### src/rtl/ddo_pkg.sv
// Shared types and constants for the differential-drive odometry core.
// No dependencies.
`timescale 1ns / 1ps

package ddo_pkg;

  localparam int unsigned CNT_W     = 6;   // holds step counts up to MUL_B_W
  localparam int unsigned MUL_A_W   = 64;
  localparam int unsigned MUL_B_W   = 52;
  localparam int unsigned ACC_W     = MUL_A_W + MUL_B_W;
  localparam int unsigned CW        = 34;  // CORDIC datapath width
  localparam int unsigned DT_W      = 21;
  localparam int unsigned T_W       = 52;

  localparam logic [20:0] DT_LIMIT   = 21'd1048576;
  localparam logic [41:0] HEAD_SCALE = 42'd2935890503282;
  localparam logic [30:0] US_RECIP   = 31'd1125899907;
  localparam logic [31:0] IBW_RESET  = 32'd655360;
  localparam logic signed [CW-1:0] CORDIC_START = 34'sd652032874;
  localparam logic signed [CW-1:0] Q30_ONE      = 34'sd1073741824;

  // operand bit counts of the serial multiplier, per operation
  localparam logic [CNT_W-1:0] N_W   = 6'd32;
  localparam logic [CNT_W-1:0] N_HW1 = 6'd21;
  localparam logic [CNT_W-1:0] N_HW2 = 6'd42;
  localparam logic [CNT_W-1:0] N_T   = 6'd21;
  localparam logic [CNT_W-1:0] N_P1  = 6'd31;
  localparam logic [CNT_W-1:0] N_P2  = 6'd52;

  localparam logic [31:0] ATAN_TAB [32] = '{
    32'd536870912, 32'd316933406, 32'd167458907, 32'd85004756, 32'd42667331,
    32'd21354465, 32'd10679838, 32'd5340245, 32'd2670163, 32'd1335087,
    32'd667544, 32'd333772, 32'd166886, 32'd83443, 32'd41722, 32'd20861,
    32'd10430, 32'd5215, 32'd2608, 32'd1304, 32'd652, 32'd326, 32'd163,
    32'd81, 32'd41, 32'd20, 32'd10, 32'd5, 32'd3, 32'd1, 32'd1, 32'd0
  };

  typedef enum logic [3:0] {
    ST_IDLE,
    ST_W,
    ST_HW1,
    ST_HW2,
    ST_T,
    ST_COR1,
    ST_PX1,
    ST_PX2,
    ST_PY1,
    ST_PY2,
    ST_COR2,
    ST_OUT
  } state_e;

  function automatic logic [31:0] abs32(input logic signed [31:0] a);
    abs32 = a[31] ? (32'd0 - a) : a;
  endfunction

endpackage

### src/rtl/diff_drive_odometry_core.sv
// Differential-drive dead-reckoning odometry core: top level.
// Uses ddo_pkg (types, constants, arctangent table).
`timescale 1ns / 1ps

// Usage:
//   Input stream s_axis: one word per wheel sample (left/right speed, Q16.16,
//   and a 48-bit microsecond timestamp). Output stream m_axis: one word per
//   sample with pose, heading, speeds and yaw quaternion.
//   cfg_we_i/cfg_wdata_i write the inverse base width; write only while idle.
// Timing:
//   Each sample is worked through a radix-2 shift-add multiplier that runs
//   eight products one after another, one operand bit per cycle, plus two
//   passes through a single CORDIC rotator, one step per cycle. A new sample
//   is accepted only after the previous one has left the sequencer:
//   s_axis_tready_o is high only while the sequencer is idle.
// Reset:
//   Pose, heading, timestamp history and the output valid clear; the inverse
//   base width returns to 10.0. The first sample after reset has dt = 0.
// Stall:
//   The result sits in an output register. The next sample is accepted
//   meanwhile; if it finishes before the old word is taken, it waits in the
//   final state until the output register frees.
module diff_drive_odometry_core #(
  parameter int unsigned CORDIC_STEPS = 16
) (
  input  logic         clk_i,
  input  logic         rst_ni,
  input  logic         cfg_we_i,
  input  logic [31:0]  cfg_wdata_i,     // inverse_base_width
  input  logic         s_axis_tvalid_i,
  output logic         s_axis_tready_o,
  // [31:0] left_wheel_velocity, [63:32] right_wheel_velocity,
  // [111:64] sample_time_us
  input  logic [111:0] s_axis_tdata_i,
  output logic         m_axis_tvalid_o,
  input  logic         m_axis_tready_i,
  // [31:0] position_x, [63:32] position_y, [95:64] heading_angle,
  // [127:96] linear_speed, [159:128] angular_speed, [191:160] quat_z,
  // [223:192] quat_w
  output logic [223:0] m_axis_tdata_o
);

  localparam int unsigned AW = ddo_pkg::MUL_A_W;
  localparam int unsigned BW = ddo_pkg::MUL_B_W;
  localparam int unsigned PW = ddo_pkg::ACC_W;
  localparam int unsigned CW = ddo_pkg::CW;
  localparam int unsigned NW = ddo_pkg::CNT_W;

  ddo_pkg::state_e state_q, state_d;

  logic [31:0]          ibw_q;
  logic signed [31:0]   pose_x_q, pose_y_q;
  logic [31:0]          heading_q;
  logic [47:0]          prev_time_q;
  logic                 have_prev_q;
  logic signed [31:0]   v_q, w_q, cos_q, sin_q, hz_q;
  logic                 diff_neg_q;
  logic [20:0]          dt_q;
  logic [51:0]          t_q;
  logic [NW-1:0]        cnt_q;
  logic [AW-1:0]        mul_a_q;
  logic [BW-1:0]        mul_b_q;
  logic [PW-1:0]        acc_q;
  logic signed [CW-1:0] cx_q, cy_q, cz_q;
  logic [1:0]           cq_q;
  logic                 out_valid_q;
  logic [223:0]         out_data_q;

  // ---------------- input decode ----------------
  logic signed [31:0] in_left, in_right;
  logic [47:0]        in_now, dt_raw;
  logic [20:0]        dt_new;
  logic signed [32:0] lr_sum, lr_diff;
  logic [32:0]        diff_mag;
  logic               in_acc;

  assign in_left  = s_axis_tdata_i[31:0];
  assign in_right = s_axis_tdata_i[63:32];
  assign in_now   = s_axis_tdata_i[111:64];
  assign dt_raw   = in_now - prev_time_q;
  assign lr_sum   = 33'(in_left) + 33'(in_right);
  assign lr_diff  = 33'(in_right) - 33'(in_left);
  assign diff_mag = lr_diff[32] ? (33'd0 - lr_diff) : lr_diff;
  assign in_acc   = s_axis_tvalid_i && s_axis_tready_o;

  always_comb begin
    if (!have_prev_q) begin
      dt_new = '0;
    end else if (dt_raw > 48'(ddo_pkg::DT_LIMIT)) begin
      dt_new = ddo_pkg::DT_LIMIT;
    end else begin
      dt_new = dt_raw[20:0];
    end
  end

  // ---------------- shared serial multiplier ----------------
  logic [PW-1:0] acc_step;
  assign acc_step = {acc_q[PW-2:0], 1'b0} + (mul_b_q[BW-1] ? PW'(mul_a_q) : '0);

  // ---------------- CORDIC rotator ----------------
  logic [4:0]           csh;
  logic signed [CW-1:0] cdx, cdy, catan;
  logic signed [CW-1:0] cx_step, cy_step, cz_step;
  assign csh   = cnt_q[4:0];
  assign cdx   = cy_q >>> csh;
  assign cdy   = cx_q >>> csh;
  assign catan = CW'(ddo_pkg::ATAN_TAB[csh]);

  always_comb begin
    if (!cz_q[CW-1]) begin
      cx_step = cx_q - cdx;
      cy_step = cy_q + cdy;
      cz_step = cz_q - catan;
    end else begin
      cx_step = cx_q + cdx;
      cy_step = cy_q - cdy;
      cz_step = cz_q + catan;
    end
  end

  // start values for a new angle (quarter-turn reduction)
  logic [31:0]        cang, cang_sum, cang_red;
  logic [1:0]         cq_init;
  assign cang     = (state_q == ddo_pkg::ST_T) ? heading_q : {1'b0, heading_q[31:1]};
  assign cang_sum = cang + 32'h2000_0000;
  assign cq_init  = cang_sum[31:30];
  assign cang_red = cang - {cq_init, 30'd0};

  // rotate back and clamp
  logic signed [CW-1:0] rc, rs;
  logic signed [31:0]   cos_s, sin_s;
  always_comb begin
    unique case (cq_q)
      2'd1:    begin rc = -cy_q; rs = cx_q;  end
      2'd2:    begin rc = -cx_q; rs = -cy_q; end
      2'd3:    begin rc = cy_q;  rs = -cx_q; end
      default: begin rc = cx_q;  rs = cy_q;  end
    endcase
  end

  function automatic logic signed [31:0] clamp_q30(input logic signed [CW-1:0] a);
    if (a > ddo_pkg::Q30_ONE) begin
      clamp_q30 = 32'sd1073741824;
    end else if (a < -ddo_pkg::Q30_ONE) begin
      clamp_q30 = -32'sd1073741824;
    end else begin
      clamp_q30 = a[31:0];
    end
  endfunction

  assign cos_s = clamp_q30(rc);
  assign sin_s = clamp_q30(rs);

  // ---------------- result shaping ----------------
  logic [47:0]        w_m;
  logic signed [31:0] w_new;
  assign w_m = acc_q[63:16];
  always_comb begin
    if (diff_neg_q) begin
      w_new = (w_m > 48'd2147483648) ? 32'sh8000_0000 : 32'(48'd0 - w_m);
    end else begin
      w_new = (w_m > 48'd2147483647) ? 32'sh7FFF_FFFF : w_m[31:0];
    end
  end

  logic [31:0] hstep;
  assign hstep = acc_q[79:48];

  // position step and saturating add
  logic [35:0]        pstep;
  logic               pneg;
  logic signed [31:0] pose_cur, pose_new;
  logic signed [37:0] pose_sum, pstep_s;
  assign pstep    = acc_q[115:80];
  assign pneg     = (state_q == ddo_pkg::ST_PX2) ? (v_q[31] != cos_q[31])
                                                 : (v_q[31] != sin_q[31]);
  assign pose_cur = (state_q == ddo_pkg::ST_PX2) ? pose_x_q : pose_y_q;
  assign pstep_s  = pneg ? (38'sd0 - $signed({2'b00, pstep})) : $signed({2'b00, pstep});
  assign pose_sum = 38'(pose_cur) + pstep_s;
  always_comb begin
    if (pose_sum > 38'sd2147483647) begin
      pose_new = 32'sh7FFF_FFFF;
    end else if (pose_sum < -38'sd2147483648) begin
      pose_new = 32'sh8000_0000;
    end else begin
      pose_new = pose_sum[31:0];
    end
  end

  // ---------------- sequencer: outputs ----------------
  logic [NW-1:0] n_steps;
  logic          op_done;
  logic          out_free;

  always_comb begin
    unique case (state_q)
      ddo_pkg::ST_W:                   n_steps = ddo_pkg::N_W;
      ddo_pkg::ST_HW1:                 n_steps = ddo_pkg::N_HW1;
      ddo_pkg::ST_HW2:                 n_steps = ddo_pkg::N_HW2;
      ddo_pkg::ST_T:                   n_steps = ddo_pkg::N_T;
      ddo_pkg::ST_PX1, ddo_pkg::ST_PY1: n_steps = ddo_pkg::N_P1;
      ddo_pkg::ST_PX2, ddo_pkg::ST_PY2: n_steps = ddo_pkg::N_P2;
      ddo_pkg::ST_COR1, ddo_pkg::ST_COR2: n_steps = NW'(CORDIC_STEPS);
      default:                         n_steps = '0;
    endcase
  end

  always_comb begin
    out_free        = !out_valid_q || m_axis_tready_i;
    op_done         = (cnt_q == n_steps);
    s_axis_tready_o = (state_q == ddo_pkg::ST_IDLE);
  end

  // ---------------- sequencer: next state ----------------
  always_comb begin
    state_d = state_q;
    unique case (state_q)
      ddo_pkg::ST_IDLE: if (s_axis_tvalid_i) state_d = ddo_pkg::ST_W;
      ddo_pkg::ST_W:    if (op_done) state_d = ddo_pkg::ST_HW1;
      ddo_pkg::ST_HW1:  if (op_done) state_d = ddo_pkg::ST_HW2;
      ddo_pkg::ST_HW2:  if (op_done) state_d = ddo_pkg::ST_T;
      ddo_pkg::ST_T:    if (op_done) state_d = ddo_pkg::ST_COR1;
      ddo_pkg::ST_COR1: if (op_done) state_d = ddo_pkg::ST_PX1;
      ddo_pkg::ST_PX1:  if (op_done) state_d = ddo_pkg::ST_PX2;
      ddo_pkg::ST_PX2:  if (op_done) state_d = ddo_pkg::ST_PY1;
      ddo_pkg::ST_PY1:  if (op_done) state_d = ddo_pkg::ST_PY2;
      ddo_pkg::ST_PY2:  if (op_done) state_d = ddo_pkg::ST_COR2;
      ddo_pkg::ST_COR2: if (op_done) state_d = ddo_pkg::ST_OUT;
      ddo_pkg::ST_OUT:  if (out_free) state_d = ddo_pkg::ST_IDLE;
      default:          state_d = ddo_pkg::ST_IDLE;
    endcase
  end

  always_ff @(posedge clk_i or negedge rst_ni) begin
    if (!rst_ni) begin
      state_q <= ddo_pkg::ST_IDLE;
    end else begin
      state_q <= state_d;
    end
  end

  // ---------------- control state ----------------
  always_ff @(posedge clk_i or negedge rst_ni) begin
    if (!rst_ni) begin
      ibw_q       <= ddo_pkg::IBW_RESET;
      pose_x_q    <= '0;
      pose_y_q    <= '0;
      heading_q   <= '0;
      prev_time_q <= '0;
      have_prev_q <= 1'b0;
      cnt_q       <= '0;
      out_valid_q <= 1'b0;
    end else begin
      if (cfg_we_i) begin
        ibw_q <= cfg_wdata_i;
      end
      if (in_acc) begin
        prev_time_q <= in_now;
        have_prev_q <= 1'b1;
        cnt_q       <= '0;
      end else if (state_q != ddo_pkg::ST_IDLE && state_q != ddo_pkg::ST_OUT) begin
        cnt_q <= op_done ? '0 : cnt_q + 1'b1;
      end
      if (state_q == ddo_pkg::ST_HW2 && op_done) begin
        heading_q <= w_q[31] ? (heading_q - hstep) : (heading_q + hstep);
      end
      if (state_q == ddo_pkg::ST_PX2 && op_done) begin
        pose_x_q <= pose_new;
      end
      if (state_q == ddo_pkg::ST_PY2 && op_done) begin
        pose_y_q <= pose_new;
      end
      if (state_q == ddo_pkg::ST_OUT && out_free) begin
        out_valid_q <= 1'b1;
      end else if (m_axis_tready_i) begin
        out_valid_q <= 1'b0;
      end
    end
  end

  // ---------------- datapath ----------------
  always_ff @(posedge clk_i) begin
    if (in_acc) begin
      v_q        <= lr_sum[32:1];
      diff_neg_q <= lr_diff[32];
      dt_q       <= dt_new;
      acc_q      <= '0;
      mul_a_q    <= AW'(diff_mag);
      mul_b_q    <= {ibw_q, 20'd0};
    end
    unique case (state_q)
      ddo_pkg::ST_W, ddo_pkg::ST_HW1, ddo_pkg::ST_HW2, ddo_pkg::ST_T,
      ddo_pkg::ST_PX1, ddo_pkg::ST_PX2, ddo_pkg::ST_PY1, ddo_pkg::ST_PY2: begin
        if (!op_done) begin
          acc_q   <= acc_step;
          mul_b_q <= {mul_b_q[BW-2:0], 1'b0};
        end else begin
          acc_q <= '0;
          unique case (state_q)
            ddo_pkg::ST_W: begin
              w_q     <= w_new;
              mul_a_q <= AW'(ddo_pkg::abs32(w_new));
              mul_b_q <= {dt_q, 31'd0};
            end
            ddo_pkg::ST_HW1: begin
              mul_a_q <= AW'(acc_q[51:0]);
              mul_b_q <= {ddo_pkg::HEAD_SCALE, 10'd0};
            end
            ddo_pkg::ST_HW2: begin
              mul_a_q <= AW'(ddo_pkg::US_RECIP);
              mul_b_q <= {dt_q, 31'd0};
            end
            ddo_pkg::ST_T: begin
              t_q  <= acc_q[51:0];
              cq_q <= cq_init;
              cx_q <= ddo_pkg::CORDIC_START;
              cy_q <= '0;
              cz_q <= CW'($signed(cang_red));
            end
            ddo_pkg::ST_PX1, ddo_pkg::ST_PY1: begin
              mul_a_q <= acc_q[63:0];
              mul_b_q <= t_q;
            end
            ddo_pkg::ST_PX2: begin
              mul_a_q <= AW'(ddo_pkg::abs32(v_q));
              mul_b_q <= {ddo_pkg::abs32(sin_q), 20'd0} << 1;
            end
            default: begin  // ST_PY2: second rotation on the half heading
              cq_q <= cq_init;
              cx_q <= ddo_pkg::CORDIC_START;
              cy_q <= '0;
              cz_q <= CW'($signed(cang_red));
            end
          endcase
        end
      end
      ddo_pkg::ST_COR1, ddo_pkg::ST_COR2: begin
        if (!op_done) begin
          cx_q <= cx_step;
          cy_q <= cy_step;
          cz_q <= cz_step;
        end else if (state_q == ddo_pkg::ST_COR1) begin
          cos_q   <= cos_s;
          sin_q   <= sin_s;
          acc_q   <= '0;
          mul_a_q <= AW'(ddo_pkg::abs32(v_q));
          mul_b_q <= {ddo_pkg::abs32(cos_s), 20'd0} << 1;
        end else begin
          cos_q <= cos_s;  // quat_w
          hz_q  <= sin_s;
        end
      end
      ddo_pkg::ST_OUT: begin
        if (out_free) begin
          out_data_q <= {cos_q, hz_q, w_q, v_q, heading_q, pose_y_q, pose_x_q};
        end
      end
      default: begin
      end
    endcase
  end

  assign m_axis_tvalid_o = out_valid_q;
  assign m_axis_tdata_o  = out_data_q;

  // ---------------- assertions ----------------
  a_cnt_range: assert property (@(posedge clk_i) disable iff (!rst_ni)
    cnt_q <= NW'(BW))
    else $error("step counter out of range");

  a_accept_starts: assert property (@(posedge clk_i) disable iff (!rst_ni)
    in_acc |=> (state_q == ddo_pkg::ST_W && cnt_q == '0))
    else $error("accepted word did not start the sequencer");

  a_result_loaded: assert property (@(posedge clk_i) disable iff (!rst_ni)
    (state_q == ddo_pkg::ST_OUT && out_free) |=>
      (m_axis_tvalid_o && state_q == ddo_pkg::ST_IDLE))
    else $error("result not presented after final state");

  a_history_kept: assert property (@(posedge clk_i) disable iff (!rst_ni)
    !$fell(have_prev_q))
    else $error("timestamp history lost");

endmodule
### config.mk
export PLATFORM = sky130hd
export DESIGN_NAME = diff_drive_odometry_core
export DESIGN_NICKNAME = d
export VERILOG_FILES = /design/src/rtl/ddo_pkg.sv /design/src/rtl/diff_drive_odometry_core.sv
export SDC_FILE = /design/constraint.sdc
export NUM_CORES = 2
export LEC_CHECK = 0
export ABC_AREA = 1
export BUFFER_PORTS_ARGS = -buffer_cell sky130_fd_sc_hd__clkbuf_2
export CAP_MARGIN = 10
export CORE_MARGIN = 2
export CORE_UTILIZATION = 35
export DETAILED_ROUTE_END_ITERATION = 6
export PLACE_DENSITY = 0.48
export SLEW_MARGIN = 0
export SYNTH_ARGS = -nofsm -noshare
export SYNTH_HDL_FRONTEND = slang
export SYNTH_SLANG_ARGS = --single-unit
### constraint.sdc
create_clock -name clk_i -period 10.15 [get_ports clk_i]
set_input_delay 1.5225 -clock clk_i [delete_from_list [all_inputs] [get_ports clk_i]]
set_output_delay 1.5225 -clock clk_i [all_outputs]
set_load 0.02 [all_outputs]
---- After elaboration in Yosys (flattened, before gate mapping) ----
Memories as Yosys holds them, arrays and structs flattened.
Cells that the tools add are included.
word-level totals
  memories kept ........................... 2
  bits in read-only memories .............. 1120
  register bits ........................... 982
cells by class
  multiplexer cells ....................... 75
  order comparisons ....................... 10
  eq/ne operators ......................... 33
  shift operators ......................... 2
  bitwise gates (word level) .............. 4
  reduce and logical (&&, ||, !) cells .... 28
  add/subtract/negate cells ............... 25
memories
  name              depth  bits a word  read ports  clocked after Yosys merged registers in  write ports  line                             source
  (name not given)  32     32           1           0                                        0            diff_drive_odometry_core.sv:107  assign catan = CW'(ddo_pkg::ATAN_TAB[csh]);
  (name not given)  16     6            1           0                                        0            diff_drive_odometry_core.sv:196  unique case (state_q)
operator list
  cell                                                             number
  two-way mux 32 bit                                               16
  two-way mux 116 bit                                              4
  two-way mux 34 bit                                               12
  two-way mux 64 bit                                               5
  case mux 64 bit (5 select lines)                                 1
  case mux 116 bit (2 select lines)                                1
  two-way mux 52 bit                                               4
  case mux 52 bit (4 select lines)                                 1
  case mux 34 bit (2 select lines)                                 3
  case mux 34 bit (3 select lines)                                 2
  case mux 64 bit (2 select lines)                                 1
  adder 116 x 64 -> 116 bit                                        1
  case mux 52 bit (2 select lines)                                 1
  subtractor 1 x 32 -> 32 bit, first input constant                3
  adder 34 bit                                                     2
  greater-than comparator 34 x 32 -> 1 bit, second input constant  2
  < comparator 34 x 31 -> 1 bit, second input constant             2
  negation 34 bit                                                  2
  >>> shifter 34 x 5 -> 34 bit                                     2
  subtractor 34 bit                                                2
  subtractor 32 bit                                                2
  two-way mux 31 bit                                               2
  subtractor 1 x 31 -> 31 bit, first input constant                2
  greater-than comparator 48 x 21 -> 1 bit, second input constant  1
  other kinds (48)                                                 103

---- Depth between registers and ports, before layout ----
  depth in word-level cells ............... 10
  gate-level depth with buffers ........... 39
  gate-level depth less buffers ........... 38

---- Worst setup path after synthesis ----
OpenSTA, ideal clock, no wires.
  kind .................................... input -> register
  start ................................... input port m_axis_tready_i
  end ..................................... register out_data_q[0] (netlist: m_axis_tdata_o[0]), enable pin
  required time ........................... 9.339 ns
  slack ................................... -1.461 ns
  arrival time ............................ 10.799 ns
  stages .................................. 2
  path buffers ............................ 0
  library setup time ...................... 0.811 ns
  cell sequence ........................... nor2_1 > nor2_1
between the ends
  longest elaborated chain between the ends .. 2
ends and longest elaborated chain
  element                               line                             source
  start, declared                       diff_drive_odometry_core.sv:36   input logic m_axis_tready_i,
  logical OR 1 bit                      diff_drive_odometry_core.sv:209  out_free = !out_valid_q || m_axis_tready_i;
  AND reduction 2 bit (no source line)  --
  end signal, assigned                  diff_drive_odometry_core.sv:355  out_data_q <= {cos_q, hz_q, w_q, v_q, heading_q, pose_y_q, pose_x_q};
  end, declared                         diff_drive_odometry_core.sv:67   logic [223:0] out_data_q;
No other way between the ends.
A chain may end at the register's enable or synchronous reset.

---- Worst setup path after layout ----
  start ................................... register sin_q[31]
  end ..................................... register pose_x_q[19]
between the ends
  longest elaborated chain between the ends .. 7
  elaborated cells between the ends (all ways) .. 8
ends and longest elaborated chain
  element                        line                             source
  start, declared                diff_drive_odometry_core.sv:56   logic signed [31:0] v_q, w_q, cos_q, sin_q, hz_q;
  start signal, assigned         diff_drive_odometry_core.sv:344  sin_q <= sin_s;
  != test 1 bit (*)              diff_drive_odometry_core.sv:176  : (v_q[31] != sin_q[31]);
  two-way mux 1 bit (*)          diff_drive_odometry_core.sv:175  assign pneg = (state_q == ddo_pkg::ST_PX2) ? (v_q[31] != cos_q[31])
  two-way mux 38 bit (*)         diff_drive_odometry_core.sv:178  assign pstep_s = pneg ? (38'sd0 - $signed({2'b00, pstep})) : $signed({2'b00, pstep});
  adder 32 x 38 -> 38 bit (*)    diff_drive_odometry_core.sv:179  assign pose_sum = 38'(pose_cur) + pstep_s;
  < comparator 38 x 32 -> 1 bit  diff_drive_odometry_core.sv:183  end else if (pose_sum < -38'sd2147483648) begin
  two-way mux 32 bit             diff_drive_odometry_core.sv:183
  two-way mux 32 bit (*)         diff_drive_odometry_core.sv:181  if (pose_sum > 38'sd2147483647) begin
  end signal, assigned           diff_drive_odometry_core.sv:268  pose_x_q <= pose_new;
  end, declared                  diff_drive_odometry_core.sv:52   logic signed [31:0] pose_x_q, pose_y_q;
Every way passes the cells marked *; elsewhere a longest branch is shown, timed or not.

==> impl_metrics.sql <==
INSERT INTO impl_metrics (metric_group, metric, value, unit) VALUES
('status', 'status', 'finished, final reports clean', ''),
('critical_path', 'timing.critical_path.from_type', 'flop', ''),
('route', 'totalWireLength', '324000', 'um'),
('critical_path', 'crit_start', 'sin_q[31]', ''),
('route', 'initialDrtViolationCount', '7373', ''),
('power', 'power.share.combinational', '0.070', ''),
('place', 'dp_hpwl', '255000', 'um'),
('power', 'maximum_vdd_drop', '0.173', 'mV'),
('final_layout', 'final_cell_area', '83500', 'um^2'),
('power', 'power.density', '113', 'nW/um^2'),
('place', 'place.port_buffers', '374', ''),
('final_layout', 'mostFrequentLayoutCells', 'nand2_1 (2466), inv_1 (1250), nor2_1 (1048)', ''),
('synthesis', 'netlist_instances', '10500', ''),
('synthesis', 'netlist_area', '74800', 'um^2'),
('grt', 'first_global_vias', '70800', ''),
('power', 'p_sw_frac', '0.251', ''),
('floorplan', 'die_h', '466', 'um'),
('clock_tree', 'cts.path.max_buffers', '3', ''),
('critical_path', 'critical_register_to_register_path_startpoint', 'sin_q[31]', ''),
('critical_path', 'regToRegSetupSlack', '3.10', 'ns'),
('grt', 'grtUsageTotal', '0.288', ''),
('critical_path', 'worst_ep_arrival_time', '7.78', 'ns'),
('synthesis', 'yosys_warnings', '0', ''),
('floorplan', 'start_util', '0.352', ''),
('power', 'static-leakage-power', '0.0368', 'uW'),
('timing', 'rsz0062_at_grt', 'no', ''),
('timing', 'worst-slew-pin-transition', '1.30', 'ns'),
('clock_tree', 'insertion_delay', '0.80', 'ns'),
('grt', 'gr-total-overflow', '0', ''),
('timing', 'layout_worst_path_cycle_share', '0.694', ''),
('route', 'residual_antenna_violating_net_count_after_detailed_routing', '0', ''),
('critical_path', 'critical_path.endpoint_type', 'flop', ''),
('critical_path', 'crit_family', 'compound AO/OA/AOI/OAI gates', ''),
('timing', 'report.final.slew_viol_count', '0', ''),
('power', 'power.share.sequential', '0.448', ''),
('hold_path', 'hold_path.startpoint', 'w_q[29]', ''),
('clock_tree', 'clock_sink_count', '982', ''),
('flow_run', 'cap_viol_max_count', '0', ''),
('timing', 'final.setup.worst_slack', '3.10', 'ns'),
('final_layout', 'layout.filler_cells', '22600', ''),
('route', 'dr_total_vias', '74600', ''),
('power', 'clock_group_share_of_total_power', '0.483', ''),
('clock_tree', 'post_cts.repair.setup_buffers', '0', ''),
('synthesis', 'yosys.cell_types.count', '87', ''),
('power', 'cellInternalPower', '7050', 'uW'),
('synthesis', 'synthesis.nets', '11000', ''),
('timing', 'totalNegativeSetupSlack', '0', 'ns'),
('timing', 'period_minus_slack', '7.05', 'ns'),
('critical_path', 'type_of_the_worst_setup_path', 'flop to flop', ''),
('synthesis', 'number_of_synthesized_flops_with_an_enable_pin', '562', ''),
('place', 'place_area', '79300', 'um^2'),
('final_layout', 'final_core_utilization', '0.393', ''),
('critical_path', 'most_repeated_library_cell_on_the_critical_path', 'nand2_1', ''),
('synthesis', 'postSynthRegisterBits', '982', ''),
('critical_path', 'cell_breakdown_of_the_critical_path', 'inv_1 -> nand2_1 -> o21ai_0 -> or2_2 -> nand2_1 -> inv_1 -> o21ai_0 -> xor2_1 -> ha_1 -> a21o_1 -> a31oi_1 -> o211ai_1 -> a21oi_1 -> o21ai_0 -> nand2_1 -> nand2_1 -> a21oi_1 -> xor2_1 -> o21bai_4 -> nand2_1 -> nand2_1 -> nand2_1 -> nand2_1', ''),
('route', 'via_per_inst', '5.47', ''),
('final_layout', 'final_layout_size_suffix_gt1_frac', '0.0797', ''),
('floorplan', 'fp.dieArea', '217000', 'um^2'),
('clock_tree', 'cts_tree', 'done', ''),
('route', 'route.detailed.drc', '0', ''),
('floorplan', 'ios', '375', ''),
('floorplan', 'core-area', '212000', 'um^2'),
('synthesis', 'synth_area_per_cell', '7.12', 'um^2'),
('place', 'globalplace.congestion', '0.983', ''),
('clock_tree', 'cts.hold.buffers_added', '0', ''),
('place', 'place_ws', '2.85', 'ns'),
('critical_path', 'timing.critical_path.slowest_cell_delay', '0.96', 'ns'),
('clock_tree', 'cts_root_buffer', 'clkbuf_16', ''),
('timing', 'maxSlewHeadroom', '0.127', ''),
('final_layout', 'layout.cells.most_common', 'nand2_1', ''),
('critical_path', 'cp.required', '10.88', 'ns');
==> cells by family after synthesis <==
kind of cell / after synthesis / share of synthesized area
AOI/OAI and AO/OA: 2333 / 0.179
xor gates and xnor gates: 456 / 0.0534
adders and majority gates: 371 / 0.0630
buffers and inverters: 1684 / 0.0888
DFF: 982 / 0.351
muxes: 37 / 0.00500
and+or+nand+nor: 4637 / 0.260
==> final cells by class <==
type	instances	area (um^2)	share of cell area
inverter	1314	4950	0.0593
clock buffer	150	3200	0.0383
multi-input combinational	7834	42000	0.504
sequential	982	26200	0.314
tap	2821	3530	0.0423
timing repair buffer	459	2570	0.0308
clock inverter	73	905	0.0108
antenna	10	25.0	0.000300
==> path summary, 6_finish.rpt <==
check                                 endpoint  cells past startpoint
max                               pose_x_q[19]                     23
min                        m_axis_tdata_o[157]                      0
max reg2reg                       pose_x_q[19]                     23
min reg2reg                m_axis_tdata_o[157]                      0
max in group asynchronous      prev_time_q[24]                      2
min in group asynchronous             ibw_q[0]                      1
==> metal layers <==
layer | global-route usage | part of all wire
met1 | 0.397 | 0.45
met2 | 0.449 | 0.43
met3 | 0.0398 | 0.066
met4 | 0.126 | 0.050
met5 | 0 | 0.00030
==> worst reg2reg max path, cell delays in order (launching register included) <==
cell and delay, ns:
edfxtp_1 0.96, inv_1 0.57, nand2_1 0.24, o21ai_0 0.15, or2_2 0.33, nand2_1 0.63, inv_1 0.45, o21ai_0 0.22
xor2_1 0.19, ha_1 0.32, a21o_1 0.21, a31oi_1 0.26, o211ai_1 0.15, a21oi_1 0.29, o21ai_0 0.20, nand2_1 0.10
nand2_1 0.11, a21oi_1 0.19, xor2_1 0.50, o21bai_4 0.50, nand2_1 0.18, nand2_1 0.13, nand2_1 0.06, nand2_1 0.07
==> registers in the layout (all words and copies together), names as in the netlist, 34 cells and up <==
signal	count
cy_q	34
cz_q	34
t_q	52
m_axis_tdata_o	224
mul_a_q	64
acc_q	116
cx_q	34
mul_b_q	52
prev_time_q	48
==> through the flow <==
step,hold WS (ns),cells,power (uW)
after detailed placement,0.405,13400,4950
final,0.411,13600,9410
after global placement,0.403,13400,4950
after floorplan,0.400,10500,4730
after CTS,0.418,13600,9510
after global routing,0.426,13600,9750
==> power by group through the flow <==
stage	clock network [uW]	registers, uW	logic (uW)
2_1_floorplan	0	4300	439
3_3_place_gp	0	4300	651
3_5_place_dp	0	4300	651
4_1_cts	4640	4210	654
5_1_grt	4800	4220	736
6_report	4540	4220	654
==> synthesized netlist by cell type, types with 23 or more instances <==
master        n  area share
a21boi_0     32      0.0032
a21o_1       28      0.0028
a21oi_1     723       0.048
a221oi_1     42      0.0049
a22oi_1      29      0.0029
a31oi_1      91      0.0076
buf_1        43      0.0022
buf_2        73      0.0049
clkbuf_1    215       0.011
dfrtp_1     186       0.062
dfxtp_1     232       0.062
edfxtp_1    562        0.23
ha_1        362       0.061
inv_1      1255       0.063
inv_2        39      0.0020
mux2i_1      34      0.0046
nand2_1    2467        0.12
nand3_1     614       0.041
nand4_1     147       0.012
nor2_1     1060       0.053
nor2_2       28      0.0023
nor3_1      127      0.0085
nor4_1       57      0.0048
o2111ai_1    37      0.0043
o211ai_1     83      0.0083
o21a_1       63      0.0063
o21ai_0     872       0.058
o21ai_1      93      0.0062
o21bai_1     23      0.0023
o221ai_1     36      0.0042
o22ai_1      49      0.0041
o311ai_0     29      0.0034
o31ai_1      35      0.0035
or2_2        36      0.0030
xnor2_1     124       0.015
xor2_1      332       0.039
Power figures use the tool's default switching activity.
